**config.mk**
```make
export PLATFORM = sky130hd
export DESIGN_NAME = lcd_bus_panel_decoder_core
export DESIGN_NICKNAME = d
export VERILOG_FILES = /design/src/hdl/lbpd_pkg.sv /design/src/hdl/lcd_bus_panel_decoder_core.sv /design/src/hdl/lbpd_div.sv
export SDC_FILE = /design/constraint.sdc
export NUM_CORES = 1
export LEC_CHECK = 0
export ABC_AREA = 1
export BUFFER_PORTS_ARGS = -buffer_cell sky130_fd_sc_hd__buf_2
export CAP_MARGIN = 20
export CORE_MARGIN = 2
export CORE_UTILIZATION = 40
export DETAILED_ROUTE_END_ITERATION = 8
export PLACE_DENSITY = 0.56
export SLEW_MARGIN = 20
export SYNTH_ARGS = -nofsm -noshare
export SYNTH_HDL_FRONTEND = slang
export SYNTH_HIERARCHICAL = 1
export SYNTH_SLANG_ARGS = --single-unit
```
**constraint.sdc**
```tcl
create_clock -name clk -period 20.6 [get_ports clk]
set_input_delay 4.12 -clock clk [delete_from_list [all_inputs] [get_ports clk]]
set_output_delay 4.12 -clock clk [all_outputs]
set_load 0.05 [all_outputs]
```
**src/hdl/lbpd_pkg.sv**
```systemverilog
// ----------------------------------------------------------------------------
// lbpd_pkg
// Shared types, constants and decode tables of the LCD bus panel decoder.
// ----------------------------------------------------------------------------
package lbpd_pkg;

	localparam int unsigned ADDR_W    = 8;
	localparam int unsigned SEG_W     = 8;
	localparam int unsigned VOLT_W    = 10;
	localparam int unsigned PCT_W     = 7;
	localparam int unsigned LIMIT_W   = 6;
	localparam int unsigned SUM_W     = 16;
	localparam int unsigned CFG_IDX_W = 2;
	localparam int unsigned CFG_W     = 10;
	localparam int unsigned IN_TDATA_W  = 24;
	localparam int unsigned OUT_TDATA_W = 48;

	localparam logic [ADDR_W-1:0] ADDR_FIRST = 8'd160;
	localparam logic [ADDR_W-1:0] ADDR_IN_TEN = 8'd161;
	localparam logic [ADDR_W-1:0] ADDR_IN_ONE = 8'd162;
	localparam logic [ADDR_W-1:0] ADDR_OUT_HUN = 8'd163;
	localparam logic [ADDR_W-1:0] ADDR_OUT_TEN = 8'd164;
	localparam logic [ADDR_W-1:0] ADDR_OUT_ONE = 8'd165;
	localparam logic [ADDR_W-1:0] ADDR_LOAD = 8'd166;
	localparam logic [ADDR_W-1:0] ADDR_BATT = 8'd167;
	localparam logic [ADDR_W-1:0] ADDR_LAST = 8'd170;

	localparam logic [4:0] MODE_BATT      = 5'd9;
	localparam logic [4:0] MODE_LOW_DIAG  = 5'd10;
	localparam logic [4:0] MODE_BATT_LOW  = 5'd11;
	localparam logic [4:0] MODE_FAULT     = 5'd13;
	localparam logic [4:0] MODE_FAULT_ALT = 5'd15;

	localparam logic [2:0] OS_NORMAL    = 3'd1;
	localparam logic [2:0] OS_ON_BATT   = 3'd2;
	localparam logic [2:0] OS_LOW_INPUT = 3'd3;
	localparam logic [2:0] OS_OVERLOAD  = 3'd4;

	localparam logic [1:0] BS_NORMAL = 2'd1;
	localparam logic [1:0] BS_LOW    = 2'd2;
	localparam logic [1:0] BS_FAULT  = 2'd3;

	localparam logic [CFG_IDX_W-1:0] REG_IN_THR   = 2'd0;
	localparam logic [CFG_IDX_W-1:0] REG_OUT_THR  = 2'd1;
	localparam logic [CFG_IDX_W-1:0] REG_V_LIMIT  = 2'd2;
	localparam logic [CFG_IDX_W-1:0] REG_LD_LIMIT = 2'd3;

	localparam logic [VOLT_W-1:0]  IN_THR_RST   = 10'd140;
	localparam logic [VOLT_W-1:0]  OUT_THR_RST  = 10'd90;
	localparam logic [LIMIT_W-1:0] V_LIMIT_RST  = 6'd20;
	localparam logic [LIMIT_W-1:0] LD_LIMIT_RST = 6'd5;

	typedef enum logic [1:0] {
		ST_IDLE,
		ST_DEC,
		ST_DIV,
		ST_FIN
	} state_t;

	typedef struct packed {
		logic             start;
		logic [SUM_W-1:0] num;
		logic [5:0]       den;
	} div_req_t;

	function automatic logic [3:0] seg_digit(input logic [SEG_W-1:0] s);
		case (s)
			8'h05: seg_digit = 4'd1;
			8'h5E: seg_digit = 4'd2;
			8'h4F: seg_digit = 4'd3;
			8'h27: seg_digit = 4'd4;
			8'h6B: seg_digit = 4'd5;
			8'h7B: seg_digit = 4'd6;
			8'h45: seg_digit = 4'd7;
			8'h7F: seg_digit = 4'd8;
			8'h6F: seg_digit = 4'd9;
			default: seg_digit = 4'd0;
		endcase
	endfunction

	function automatic logic [PCT_W-1:0] bar_percent(input logic [2:0] b);
		case (b)
			3'd7: bar_percent = 7'd100;
			3'd6: bar_percent = 7'd70;
			3'd4: bar_percent = 7'd40;
			default: bar_percent = 7'd10;
		endcase
	endfunction

endpackage

```
**src/hdl/lcd_bus_panel_decoder_core.sv**
```systemverilog
// ----------------------------------------------------------------------------
// lcd_bus_panel_decoder_core
// Decodes sniffed display-bus words into averaged voltages, load and voted
// status of the panel.
// ----------------------------------------------------------------------------
// Each request on the s_ channel is one bus word; exactly one result request
// leaves on the m_ channel for it, carrying the accepted flag, the held
// averages, the committed status fields and the change events.
// A word is taken only while the sequencer is idle. Words that need no mean
// go from decoding straight to the final step; words that update a
// running average (address 166, and 162 or 165 when the voltage reaches its
// threshold) first wait for the shared serial divider, which produces one
// quotient bit per clock. The next word is taken in the cycle after the
// result is registered.
// The result lands in an output register, so the next word is taken while
// the previous result still waits; if the receiver stalls, the finished
// item waits in the final step and no further word is taken.
// Reset clears the sequence tracker, averages, histories and held results
// and loads the register defaults. Configuration writes are taken at any
// time with cfg_we and are meant for idle periods.
// ----------------------------------------------------------------------------
module lcd_bus_panel_decoder_core (
	input  logic                                clk,
	input  logic                                arst_n,
	input  logic                                s_tvalid,
	output logic                                s_tready,
	// word_ok[0], bus_addr[8:1], seg_data[16:9], zero fill
	input  logic [lbpd_pkg::IN_TDATA_W-1:0]     s_tdata,
	output logic                                m_tvalid,
	input  logic                                m_tready,
	// accepted[0], input_voltage[10:1], output_voltage[20:11],
	// output_load[27:21], diag_low_battery[28], output_status[31:29],
	// battery_status[33:32], battery_capacity[40:34], output_status_event[41],
	// battery_status_event[42], capacity_event[43], zero fill
	output logic [lbpd_pkg::OUT_TDATA_W-1:0]    m_tdata,
	input  logic                                cfg_we,
	input  logic [lbpd_pkg::CFG_IDX_W-1:0]      cfg_idx,
	input  logic [lbpd_pkg::CFG_W-1:0]          cfg_data
);

	lbpd_pkg::state_t state_q, state_n;

	logic [9:0] in_thr_q, out_thr_q;
	logic [5:0] v_lim_q, ld_lim_q;

	logic       ok_q;
	logic [7:0] addr_q, data_q;

	logic [7:0] last_addr_q;
	logic [9:0] in_dig_q, out_dig_q;
	logic [15:0] in_sum_q, out_sum_q, ld_sum_q;
	logic [5:0] in_cnt_q, out_cnt_q, ld_cnt_q;
	logic [1:0] cur_q;
	logic [2:0] osh_q [3];
	logic [1:0] bsh_q [3];
	logic [6:0] cph_q [3];
	logic [9:0] h_in_q, h_out_q;
	logic [6:0] h_load_q, h_cap_q;
	logic       h_diag_q;
	logic [2:0] h_os_q;
	logic [1:0] h_bs_q;

	logic       m_valid_q;
	logic [lbpd_pkg::OUT_TDATA_W-1:0] m_data_q;

	logic       acc;
	logic [3:0] digit;
	logic [4:0] mode;
	logic [6:0] bar;
	logic [9:0] in_new, out_new;
	logic       avg_in, avg_out, avg_ld;
	logic [9:0] sample;
	logic [15:0] sum_sel, sum_new;
	logic [5:0] cnt_sel, lim_sel, den;
	logic [6:0] cnt_inc;
	logic       wrap;
	logic [15:0] mean;
	logic [1:0] cur;
	logic [2:0] os_v;
	logic [1:0] bs_v;
	logic       diag_v;
	logic [2:0] osh_n [3];
	logic [1:0] bsh_n [3];
	logic [6:0] cph_n [3];
	logic       vote;
	logic       ev_os, ev_bs, ev_cap;
	logic       out_free, commit;
	lbpd_pkg::div_req_t div_req;
	logic       div_busy;

	lbpd_div u_div (
		.clk    (clk),
		.arst_n (arst_n),
		.req    (div_req),
		.busy   (div_busy),
		.quot   (mean)
	);

	always_comb begin
		acc = 1'b0;
		if (ok_q) begin
			if (addr_q == lbpd_pkg::ADDR_FIRST && last_addr_q != 8'd0) begin
				acc = 1'b0;
			end else if (addr_q == lbpd_pkg::ADDR_LAST) begin
				acc = 1'b1;
			end else if (!(addr_q inside {[lbpd_pkg::ADDR_FIRST:lbpd_pkg::ADDR_LAST]}) ||
					(addr_q != lbpd_pkg::ADDR_FIRST &&
					{1'b0, addr_q} != {1'b0, last_addr_q} + 9'd1)) begin
				acc = 1'b0;
			end else begin
				acc = 1'b1;
			end
		end
	end

	always_comb begin
		digit   = lbpd_pkg::seg_digit(data_q);
		mode    = data_q[7:3];
		bar     = lbpd_pkg::bar_percent(data_q[2:0]);
		in_new  = in_dig_q;
		out_new = out_dig_q;
		case (addr_q)
			lbpd_pkg::ADDR_FIRST:   in_new = 10'(digit) * 10'd100;
			lbpd_pkg::ADDR_IN_TEN:  in_new = in_dig_q + 10'(digit) * 10'd10;
			lbpd_pkg::ADDR_IN_ONE:  in_new = in_dig_q + 10'(digit);
			lbpd_pkg::ADDR_OUT_HUN: out_new = 10'(digit) * 10'd100;
			lbpd_pkg::ADDR_OUT_TEN: out_new = out_dig_q + 10'(digit) * 10'd10;
			lbpd_pkg::ADDR_OUT_ONE: out_new = out_dig_q + 10'(digit);
			default: ;
		endcase
		avg_in  = acc && addr_q == lbpd_pkg::ADDR_IN_ONE && in_new >= in_thr_q;
		avg_out = acc && addr_q == lbpd_pkg::ADDR_OUT_ONE && out_new >= out_thr_q;
		avg_ld  = acc && addr_q == lbpd_pkg::ADDR_LOAD;
		if (avg_in) begin
			sample = in_new; sum_sel = in_sum_q; cnt_sel = in_cnt_q; lim_sel = v_lim_q;
		end else if (avg_out) begin
			sample = out_new; sum_sel = out_sum_q; cnt_sel = out_cnt_q; lim_sel = v_lim_q;
		end else begin
			sample = 10'(bar); sum_sel = ld_sum_q; cnt_sel = ld_cnt_q; lim_sel = ld_lim_q;
		end
		sum_new = sum_sel + 16'(sample);
		den     = (cnt_sel == 6'd0) ? 6'd1 : cnt_sel;
		cnt_inc = {1'b0, den} + 7'd1;
		wrap    = cnt_inc > {1'b0, lim_sel};
	end

	always_comb begin
		cur    = (cur_q == 2'd3) ? 2'd0 : cur_q;
		os_v   = lbpd_pkg::OS_NORMAL;
		bs_v   = lbpd_pkg::BS_NORMAL;
		diag_v = 1'b0;
		case (mode)
			lbpd_pkg::MODE_BATT: os_v = lbpd_pkg::OS_ON_BATT;
			lbpd_pkg::MODE_BATT_LOW: begin
				os_v = lbpd_pkg::OS_ON_BATT; bs_v = lbpd_pkg::BS_LOW;
			end
			lbpd_pkg::MODE_FAULT, lbpd_pkg::MODE_FAULT_ALT: begin
				os_v = lbpd_pkg::OS_ON_BATT; bs_v = lbpd_pkg::BS_FAULT;
			end
			lbpd_pkg::MODE_LOW_DIAG: begin
				bs_v = lbpd_pkg::BS_LOW; diag_v = 1'b1;
			end
			default: ;
		endcase
		for (int i = 0; i < 3; i++) begin
			osh_n[i] = osh_q[i];
			bsh_n[i] = bsh_q[i];
			cph_n[i] = cph_q[i];
		end
		if (acc && addr_q == lbpd_pkg::ADDR_LOAD) begin
			osh_n[cur] = os_v;
			bsh_n[cur] = bs_v;
		end
		if (acc && addr_q == lbpd_pkg::ADDR_BATT) begin
			cph_n[cur] = bar;
			if (mode == lbpd_pkg::MODE_BATT_LOW) begin
				if (h_os_q == lbpd_pkg::OS_ON_BATT) begin
					osh_n[cur] = lbpd_pkg::OS_LOW_INPUT;
				end
			end else if (mode inside {lbpd_pkg::MODE_FAULT, lbpd_pkg::MODE_FAULT_ALT}) begin
				osh_n[cur] = lbpd_pkg::OS_OVERLOAD;
			end
		end
		vote   = acc && cur == 2'd2 &&
			(addr_q == lbpd_pkg::ADDR_LOAD || addr_q == lbpd_pkg::ADDR_BATT);
		ev_os  = vote && osh_n[0] == osh_n[1] && osh_n[1] == osh_n[2] && h_os_q != osh_n[2];
		ev_bs  = vote && addr_q == lbpd_pkg::ADDR_LOAD &&
			bsh_n[0] == bsh_n[1] && bsh_n[1] == bsh_n[2] && h_bs_q != bsh_n[2];
		ev_cap = vote && addr_q == lbpd_pkg::ADDR_BATT &&
			cph_n[0] == cph_n[1] && cph_n[1] == cph_n[2] && h_cap_q != cph_n[2];
	end

	assign out_free = !m_valid_q || m_tready;
	assign commit   = state_q == lbpd_pkg::ST_FIN && out_free;

	always_comb begin
		state_n = state_q;
		case (state_q)
			lbpd_pkg::ST_IDLE: if (s_tvalid) state_n = lbpd_pkg::ST_DEC;
			lbpd_pkg::ST_DEC: state_n = (avg_in || avg_out || avg_ld) ?
				lbpd_pkg::ST_DIV : lbpd_pkg::ST_FIN;
			lbpd_pkg::ST_DIV: if (!div_busy) state_n = lbpd_pkg::ST_FIN;
			lbpd_pkg::ST_FIN: if (out_free) state_n = lbpd_pkg::ST_IDLE;
			default: state_n = lbpd_pkg::ST_IDLE;
		endcase
	end

	always_comb begin
		s_tready      = state_q == lbpd_pkg::ST_IDLE;
		div_req.start = state_q == lbpd_pkg::ST_DEC && (avg_in || avg_out || avg_ld);
		div_req.num   = sum_new;
		div_req.den   = den;
	end

	always_ff @(posedge clk or negedge arst_n) begin
		if (!arst_n) begin
			state_q <= lbpd_pkg::ST_IDLE;
		end else begin
			state_q <= state_n;
		end
	end

	always_ff @(posedge clk or negedge arst_n) begin
		if (!arst_n) begin
			in_thr_q  <= lbpd_pkg::IN_THR_RST;
			out_thr_q <= lbpd_pkg::OUT_THR_RST;
			v_lim_q   <= lbpd_pkg::V_LIMIT_RST;
			ld_lim_q  <= lbpd_pkg::LD_LIMIT_RST;
		end else if (cfg_we) begin
			case (cfg_idx)
				lbpd_pkg::REG_IN_THR:   in_thr_q <= cfg_data;
				lbpd_pkg::REG_OUT_THR:  out_thr_q <= cfg_data;
				lbpd_pkg::REG_V_LIMIT:  v_lim_q <= cfg_data[5:0];
				lbpd_pkg::REG_LD_LIMIT: ld_lim_q <= cfg_data[5:0];
				default: ;
			endcase
		end
	end

	always_ff @(posedge clk) begin
		if (s_tvalid && s_tready) begin
			ok_q   <= s_tdata[0];
			addr_q <= s_tdata[8:1];
			data_q <= s_tdata[16:9];
		end
	end

	always_ff @(posedge clk or negedge arst_n) begin
		if (!arst_n) begin
			last_addr_q <= '0;
			in_dig_q    <= '0;
			out_dig_q   <= '0;
			in_sum_q    <= '0;
			out_sum_q   <= '0;
			ld_sum_q    <= '0;
			in_cnt_q    <= 6'd1;
			out_cnt_q   <= 6'd1;
			ld_cnt_q    <= 6'd1;
			cur_q       <= '0;
			for (int i = 0; i < 3; i++) begin
				osh_q[i] <= '0;
				bsh_q[i] <= '0;
				cph_q[i] <= '0;
			end
			h_in_q   <= '0;
			h_out_q  <= '0;
			h_load_q <= '0;
			h_cap_q  <= '0;
			h_diag_q <= 1'b0;
			h_os_q   <= '0;
			h_bs_q   <= '0;
		end else if (commit) begin
			if (ok_q) begin
				last_addr_q <= (acc && addr_q != lbpd_pkg::ADDR_LAST) ? addr_q : 8'd0;
			end
			if (acc) begin
				in_dig_q  <= in_new;
				out_dig_q <= out_new;
				if (avg_in) begin
					in_sum_q <= wrap ? mean : sum_new;
					in_cnt_q <= wrap ? 6'd2 : cnt_inc[5:0];
					h_in_q   <= mean[9:0];
				end else if (addr_q == lbpd_pkg::ADDR_IN_ONE && in_new == 10'd0) begin
					h_in_q <= '0;
				end
				if (avg_out) begin
					out_sum_q <= wrap ? mean : sum_new;
					out_cnt_q <= wrap ? 6'd2 : cnt_inc[5:0];
					h_out_q   <= mean[9:0];
				end else if (addr_q == lbpd_pkg::ADDR_OUT_ONE && out_new == 10'd0) begin
					h_out_q <= '0;
				end
				if (avg_ld) begin
					ld_sum_q <= wrap ? mean : sum_new;
					ld_cnt_q <= wrap ? 6'd2 : cnt_inc[5:0];
					h_load_q <= mean[6:0];
					h_diag_q <= diag_v;
				end
				for (int i = 0; i < 3; i++) begin
					osh_q[i] <= osh_n[i];
					bsh_q[i] <= bsh_n[i];
					cph_q[i] <= cph_n[i];
				end
				if (ev_os) h_os_q <= osh_n[2];
				if (ev_bs) h_bs_q <= bsh_n[2];
				if (ev_cap) h_cap_q <= cph_n[2];
				if (addr_q == lbpd_pkg::ADDR_BATT) begin
					cur_q <= (cur == 2'd2) ? 2'd0 : cur + 2'd1;
				end else begin
					cur_q <= cur;
				end
			end
		end
	end

	always_ff @(posedge clk or negedge arst_n) begin
		if (!arst_n) begin
			m_valid_q <= 1'b0;
		end else if (commit) begin
			m_valid_q <= 1'b1;
		end else if (m_tready) begin
			m_valid_q <= 1'b0;
		end
	end

	always_ff @(posedge clk) begin
		if (commit) begin
			m_data_q[lbpd_pkg::OUT_TDATA_W-1:44] <= '0;
			m_data_q[0]     <= acc;
			m_data_q[10:1]  <= avg_in ? mean[9:0] :
				(acc && addr_q == lbpd_pkg::ADDR_IN_ONE && in_new == 10'd0) ? 10'd0 : h_in_q;
			m_data_q[20:11] <= avg_out ? mean[9:0] :
				(acc && addr_q == lbpd_pkg::ADDR_OUT_ONE && out_new == 10'd0) ? 10'd0 : h_out_q;
			m_data_q[27:21] <= avg_ld ? mean[6:0] : h_load_q;
			m_data_q[28]    <= avg_ld ? diag_v : h_diag_q;
			m_data_q[31:29] <= ev_os ? osh_n[2] : h_os_q;
			m_data_q[33:32] <= ev_bs ? bsh_n[2] : h_bs_q;
			m_data_q[40:34] <= ev_cap ? cph_n[2] : h_cap_q;
			m_data_q[41]    <= ev_os;
			m_data_q[42]    <= ev_bs;
			m_data_q[43]    <= ev_cap;
		end
	end

	assign m_tvalid = m_valid_q;
	assign m_tdata  = m_data_q;

endmodule

```
**src/hdl/lbpd_div.sv**
```systemverilog
// ----------------------------------------------------------------------------
// lbpd_div
// Restoring divider, 16-bit dividend by 6-bit divisor, one quotient bit per
// clock.
// ----------------------------------------------------------------------------
module lbpd_div (
	input  logic                        clk,
	input  logic                        arst_n,
	input  lbpd_pkg::div_req_t          req,
	output logic                        busy,
	output logic [lbpd_pkg::SUM_W-1:0]  quot
);

	logic [lbpd_pkg::SUM_W-1:0] work_q;
	logic [5:0] rem_q;
	logic [5:0] den_q;
	logic [3:0] cnt_q;
	logic       busy_q;
	logic [6:0] rem_sh;
	logic       fits;

	assign rem_sh = {rem_q, work_q[lbpd_pkg::SUM_W-1]};
	assign fits   = rem_sh >= {1'b0, den_q};

	always_ff @(posedge clk or negedge arst_n) begin
		if (!arst_n) begin
			busy_q <= 1'b0;
			cnt_q  <= '0;
		end else if (req.start) begin
			busy_q <= 1'b1;
			cnt_q  <= '0;
		end else if (busy_q) begin
			cnt_q <= cnt_q + 4'd1;
			if (cnt_q == 4'd15) begin
				busy_q <= 1'b0;
			end
		end
	end

	always_ff @(posedge clk) begin
		if (req.start) begin
			work_q <= req.num;
			rem_q  <= '0;
			den_q  <= req.den;
		end else if (busy_q) begin
			work_q <= {work_q[lbpd_pkg::SUM_W-2:0], fits};
			rem_q  <= fits ? 6'(rem_sh - {1'b0, den_q}) : rem_sh[5:0];
		end
	end

	assign busy = busy_q;
	assign quot = work_q;

endmodule

```
# ---- After elaboration in Yosys (flattened, before gate mapping)
# Cells that the tools add are included.
dict set report classes {
  add_sub_neg 10
  mul 2
  n_lt_le_gt_ge 8
  eq_ne 51
  n_mux 70
  bitwise 7
  n_reduce_logical 64
}
# operator count
set op_table {}
lappend op_table {{2-to-1 mux 10 bit} 10}
lappend op_table {{2-to-1 mux 16 bit} 5}
lappend op_table {{equality test 8 bit, second input constant} 9}
lappend op_table {{case mux 10 bit (3 select lines)} 2}
lappend op_table {{equality test 8 x 7 -> 1 bit, second input constant} 7}
lappend op_table {{2-to-1 mux 6 bit} 8}
lappend op_table {{2-to-1 mux 9 bit} 5}
lappend op_table {{case mux 4 bit (9 select lines)} 1}
lappend op_table {{logical AND 1 bit} 31}
lappend op_table {{equality test 5 x 4 -> 1 bit, second input constant} 5}
lappend op_table {{bitwise mux 21 bit} 1}
lappend op_table {{2-to-1 mux 21 bit} 1}
lappend op_table {{2-to-1 mux 7 bit} 3}
lappend op_table {{case mux 7 bit (3 select lines)} 1}
lappend op_table {{adder 10 x 4 -> 10 bit} 2}
lappend op_table {{adder 10 x 8 -> 10 bit} 2}
lappend op_table {{greater-or-equal comparator 10 bit} 2}
lappend op_table {{logical NOT 10 bit} 2}
lappend op_table {{2-to-1 mux 2 bit} 9}
lappend op_table {{AND reduction 3 bit} 6}
lappend op_table {{adder 16 x 10 -> 16 bit} 1}
lappend op_table {{inequality test 8 bit, second input constant} 2}
lappend op_table {{demux 7 bit (select 2 bit)} 1}
lappend op_table {{equality test 7 bit} 2}
lappend op_table {{other kinds (53)} 94}
dict set report word_totals {
  register_bits 301
  in_bits 41
  out_inout_bits 50
  elab_cells 253
}

# ---- Longest topological paths before layout
dict set report logic_depth {
  depth_word 19
  depth_mapped 56
  depth_no_buf 55
}

# ---- By module
# The synthesis kept the hierarchy.
# module n_inst cells_per_inst area_per_inst_um2 seq_area_each_um2
set modules_own_cells {}
lappend modules_own_cells {lcd_bus_panel_decoder_core 1 2238 16762.3 7029.2}
lappend modules_own_cells {lbpd_div 1 200 1762.9 905.9}

# ---- Least setup slack after synthesis
# No wires, ideal clock.
dict set report synth_timing {
  path_kind {register to register}
  startpoint {reg data_q[7]}
  endpoint {reg u_div.work_q, in the netlist u_div/quot[14] (data pin)}
  setup_time_ns 0.253
  arrival_time_ns 8.213
  t_required_ns 20.347
  slack_ns 12.134
  stages_incl_launch_ff 43
  path_buffers 2
  period_less_slack_ns 8.466
  cell_sequence {edfxtp_1 -> nor2_1 -> nand3_1 -> o311ai_0 -> ha_1 -> ha_1 -> inv_1 -> fa_1 -> inv_1 -> ha_1 -> nand2_1 -> inv_1 -> nand2_1 -> nand2_1 -> nor2_1 -> o22ai_1 -> a211oi_1 -> inv_1 -> [... 7 more ...] -> a21oi_1 -> a21oi_1 -> ha_1 -> inv_1 -> fa_1 -> o21ai_0 -> a21oi_1 -> o21bai_1 -> a21o_1 -> a21oi_1 -> o21ai_0 -> inv_1 -> nor2_1 -> nand3b_1 -> nand2_1 -> inv_1 -> nand2_1 -> nand2_1}
}
# element line
set synth_lines {}
lappend synth_lines {{start: declaration} lcd_bus_panel_decoder_core.sv:47} ;# logic [7:0] addr_q, data_q;
lappend synth_lines {{start signal: assignment} lcd_bus_panel_decoder_core.sv:244} ;# data_q <= s_tdata[16:9];
lappend synth_lines {{end signal: assignment} lbpd_div.sv:42} ;# work_q <= req.num;
lappend synth_lines {{end signal: assignment} lbpd_div.sv:46} ;# work_q <= {work_q[lbpd_pkg::SUM_W-2:0], fits};
lappend synth_lines {{end: declaration} lbpd_div.sv:14} ;# logic [lbpd_pkg::SUM_W-1:0] work_q;

# ---- Worst setup path in the final report
dict set report layout_timing {
  startpoint {reg data_q[7]}
  endpoint {reg in_sum_q[0]}
}
dict set report layout_via {
  elab_chain_len 14
  word_cells_on_any_way 37
  classes_between {add/sub: 6; mul: 2; order compare: 3; eq/ne: 9; mux: 13; reduce/logical: 4}
}
# element line
set layout_rtl {}
lappend layout_rtl {{equality test 8 x 7 -> 1 bit, or another cell as far along} lbpd_pkg.sv:67} ;# case (s)
lappend layout_rtl {{case mux 4 bit (9 select lines) *} lbpd_pkg.sv:67}
lappend layout_rtl {{multiplier 4 x 3 -> 7 bit} lcd_bus_panel_decoder_core.sv:127} ;# lbpd_pkg::ADDR_OUT_TEN: out_new = out_dig_q + 10'(digit) * 10'd10;
lappend layout_rtl {{adder 10 x 8 -> 10 bit} lcd_bus_panel_decoder_core.sv:127}
lappend layout_rtl {{case mux 10 bit (3 select lines) *} lcd_bus_panel_decoder_core.sv:122} ;# case (addr_q)
lappend layout_rtl {{named net out_new[9]} lcd_bus_panel_decoder_core.sv:70} ;# logic [9:0] in_new, out_new;
lappend layout_rtl {{greater-or-equal comparator 10 bit *} lcd_bus_panel_decoder_core.sv:132} ;# avg_out = acc && addr_q == lbpd_pkg::ADDR_OUT_ONE && out_new >= out_thr_q;
lappend layout_rtl {{logical AND 1 bit *} lcd_bus_panel_decoder_core.sv:132}
lappend layout_rtl {{2-to-1 mux 6 bit *} lcd_bus_panel_decoder_core.sv:136} ;# end else if (avg_out) begin
lappend layout_rtl {{2-to-1 mux 6 bit *} lcd_bus_panel_decoder_core.sv:134} ;# if (avg_in) begin
lappend layout_rtl {{logical NOT 6 bit} lcd_bus_panel_decoder_core.sv:142} ;# den = (cnt_sel == 6'd0) ? 6'd1 : cnt_sel;
lappend layout_rtl {{2-to-1 mux 6 bit *} lcd_bus_panel_decoder_core.sv:142}
lappend layout_rtl {{named net den[5]} lcd_bus_panel_decoder_core.sv:74} ;# logic [5:0] cnt_sel, lim_sel, den;
lappend layout_rtl {{adder 6 x 1 -> 7 bit *} lcd_bus_panel_decoder_core.sv:143} ;# cnt_inc = {1'b0, den} + 7'd1;
lappend layout_rtl {{> comparator 7 x 6 -> 1 bit *} lcd_bus_panel_decoder_core.sv:144} ;# wrap = cnt_inc > {1'b0, lim_sel};
lappend layout_rtl {{2-to-1 mux 16 bit *} lcd_bus_panel_decoder_core.sv:280} ;# in_sum_q <= wrap ? mean : sum_new;
lappend layout_rtl {{end signal: assignment} lcd_bus_panel_decoder_core.sv:280}
lappend layout_rtl {{end: declaration} lcd_bus_panel_decoder_core.sv:51} ;# logic [15:0] in_sum_q, out_sum_q, ld_sum_q;
# The timed path passes the listed nets; every way through them passes the cells marked *.
# A chain may end at the register's enable or synchronous reset.

==> results_dict.tcl <==
set metrics [dict create \
    status "finished clean" \
    critPathLaunch "data_q[7]$_DFFE_PP_" \
    tritoncts "done" \
    peakVddDrop_uv 71.47 \
    path_common_cell "nand2_1" \
    finalSetupTns_ns 0 \
    synth_ff_type "dfrtp_1" \
    post-dp-hpwl_mm 35.97 \
    power_frac_clock 0.409 \
    skew_ns 0.01629 \
    final_cell_mix "nand2_1, inv_1, nand3_1, dfrtp_1, o21ai_0" \
    io_buffers 79 \
    reg2reg_depth 48 \
    rsz0062_at_grt "no" \
    relSlewSlack 0.3098 \
    crit_path_end "in_sum_q[0]$_DFFE_PN0P_" \
    finalHoldViolCount 0 \
    synth_area_leaders "dfrtp_1, nand2_1, edfxtp_1" \
    synth_edf_count 83 \
    die_x_um 219.2 \
    min_period_ns 9.545 \
    crit_path_start_kind "flop" \
    cts_hold_buf 0 \
    dieArea_mm2 0.04805 \
    clock-root-buffer "clkbuf_16" \
    drtIter0Drc 1239 \
    nets 2642 \
    synth_seq_cells 301 \
    viasPerCell 5.149 \
    required_ns 21.04 \
    ant_nets 0 \
    num_vias 16150 \
    drc 0 \
    drtPass1Iterations 5 \
    switchingPower_mw 0.5240 \
    finalCritPeriodShare 0.4634 \
    r2r-start "data_q[7]$_DFFE_PP_" \
    internal-power_mw 1.156 \
    clock_latency_ns 0.56 \
    grt_usage 0.2194 \
    power_density_mw_per_mm2 80.87 \
    pwr-share-seq 0.415 \
    numCtsBuffers 38 \
    area_growth_pct 12.16 \
    coreArea_mm2 0.04558 \
    wl_per_cell_um 16.49 \
    path_class "flop to flop" \
    initial_core_util 0.4065 \
    path_max_fanout 50 \
    die_h_um 219.2 \
    ys_types 71 \
    num_rows 78 \
    drv_slew 0 \
    hp-class "flop to flop" \
    leakage_nw 10.61 \
    synth_top_area_cell "dfrtp_1" \
    async_reset_ff_frac 0.7043 \
    post_dp_cell_area_mm2 0.01947 \
    finalSetupViolations 0 \
    cpPeakStageDelay_ns 0.53 \
    rrSetupSlack_ns 11.05 \
    yosysSeqAreaShare 0.4283 \
    drive_gt1_frac 0.1013 \
    slowest_stage "buf_4" \
    synth_top_area_share 0.2675 \
    crit_arrival_ns 9.99 \
    swShare 0.3118 \
    max_freq_mhz 104.8 \
    grt_start_max_net_pins 91 \
    yosysWarnings 6 \
    synthCells 2438 \
    syn_area_mm2 0.01853 \
    fin_area_mm2 0.02078 \
    num_antenna_cells 0 \
    drt-total-wl_mm 51.71 \
    max_cap_violations 0 \
    cts_resized 0 \
    combPwrFrac 0.176 \
    gr-total-overflow 0 \
    ios 91 \
    final_common_cell "nand2_1" \
    clk_pin_slew_ns 0.06 \
    worst_r2r_endpoint "in_sum_q[0]$_DFFE_PN0P_" \
    grt_pass1_wl_mm 83.48 \
    syn_area_per_cell_um2 7.599 \
    worstMarginPinSlew_ns 1.034 \
    clkSinkCount 301 \
    cts_max_level 2 \
    antenna_found_initial 0 \
    gp_congestion 0.8750 \
    post_cts_buffers 0 \
    grt_pass1_vias 15740 \
    clk_path_buf_depth 3 \
    crit_path_end_kind "flop" \
]
## worst min-delay path by stage
stage                     cells past startpoint               startpoint                 endpoint  slack, ns
after global routing                          2   h_out_q[6]$_DFFE_PN0P_   h_out_q[6]$_DFFE_PN0P_       0.49
final                                         2  ld_cnt_q[0]$_DFFE_PN1P_  ld_cnt_q[0]$_DFFE_PN1P_       0.47
after CTS                                     2  in_cnt_q[1]$_DFFE_PN0P_  in_cnt_q[1]$_DFFE_PN0P_       0.47
after global placement                        2  in_cnt_q[1]$_DFFE_PN0P_  in_cnt_q[1]$_DFFE_PN0P_       0.45
after floorplan                               2    cph_q[18]$_DFFE_PN0P_    cph_q[18]$_DFFE_PN0P_       0.44
after detailed placement                      2  in_cnt_q[1]$_DFFE_PN0P_  in_cnt_q[1]$_DFFE_PN0P_       0.46
## power groups by stage
stage | Combinational (mW) | Clock (mW) | Sequential [mW]
global route | 0.323 | 0.728 | 0.703
floorplan | 0.122 | 0 | 0.796
detailed placement | 0.297 | 0 | 0.708
global placement | 0.294 | 0 | 0.707
CTS | 0.298 | 0.704 | 0.697
finish | 0.296 | 0.688 | 0.697
## final cells by class
type                       count  area (µm²)
sequential                   301        7935
clock inverter                15       133.9
fill                        4517       24800
multi-input combinational   1760        9101
tap                          600       750.7
timing repair buffer          94       518.0
inverter                     311        1170
clock buffer                  55        1170
## cells by family (layout without fill, tap and decap cells)
kind of cell | Yosys count | in the layout | share of synthesized area
AOI/OAI and AO/OA | 325 | 325 | 0.09895
buffers and inverters | 380 | 475 | 0.08206
muxes | 6 | 6 | 0.003310
DFF | 301 | 301 | 0.4283
adders and majority gates | 95 | 95 | 0.06740
other | 1 | 4 | 0.0002024
and+or+nand+nor | 1303 | 1303 | 0.3066
xor gates and xnor gates | 27 | 27 | 0.01317
## state kept, by name (all words and copies together), names as in the netlist, 7 cells and up
| signal | count |
|---|---|
| data_q | 8 |
| cph_q | 21 |
| h_in_q | 10 |
| out_sum_q | 16 |
| u_div/quot | 16 |
| osh_q | 9 |
| out_thr_q | 10 |
| last_addr_q | 8 |
| in_sum_q | 16 |
| in_thr_q | 10 |
| in_dig_q | 10 |
| h_load_q | 7 |
| addr_q | 8 |
| h_cap_q | 7 |
| ld_sum_q | 16 |
| h_out_q | 10 |
| out_dig_q | 10 |
| m_tdata | 44 |
## synthesized netlist by cell type, drive strengths merged, types with 6 or more instances
library cell,n
nand3b,15
xor2,19
dfrtp,198
nor2,132
nand4,45
o21bai,6
nand2,852
xnor2,8
a21oi,76
inv,307
dfxtp,6
dfstp,14
nor3,15
buf,30
nand3,221
a31oi,13
ha,87
o21ai,183
o22ai,9
or2,13
o211ai,8
edfxtp,83
fa,8
clkbuf,38
## layer usage
metal | GRT usage | share of wire | up-vias
met5 | 0 | 0 | -
met4 | 0.07275 | 0.026 | 0
met3 | 0.04200 | 0.054 | 82
met2 | 0.3623 | 0.46 | 393
met1 | 0.2888 | 0.46 | 7573
li1 | - | - | 8100
## critical path: cells and delay by family (launching register included)
kind                     cells  cell delay (ns)
flip-flops                   1             0.44
buffers and inverters        6             1.38
AO/OA/AOI/OAI                6             1.03
AND/OR/NAND/NOR             29             4.37
XOR/XNOR                     1             0.41
adder cells (fa/ha/maj)      6             1.75
## per-stage QoR
stage / setup slack, ns / power [mW] / instances / util / hold slack (ns)
2_1_floorplan: 12.13 / 0.9182 / 2441 / - / 0.4365
3_3_place_gp: 11.07 / 1.000 / 3066 / 0.4273 / 0.4544
4_1_cts: 11.02 / 1.699 / 3136 / 0.4559 / 0.4740
6_report: 11.05 / 1.680 / 3136 / 0.4559 / 0.4736
3_5_place_dp: 11.05 / 1.005 / 3066 / 0.4273 / 0.4581
5_1_grt: 10.11 / 1.754 / 3136 / 0.4559 / 0.4882
(Power assumes the default switching activity.)
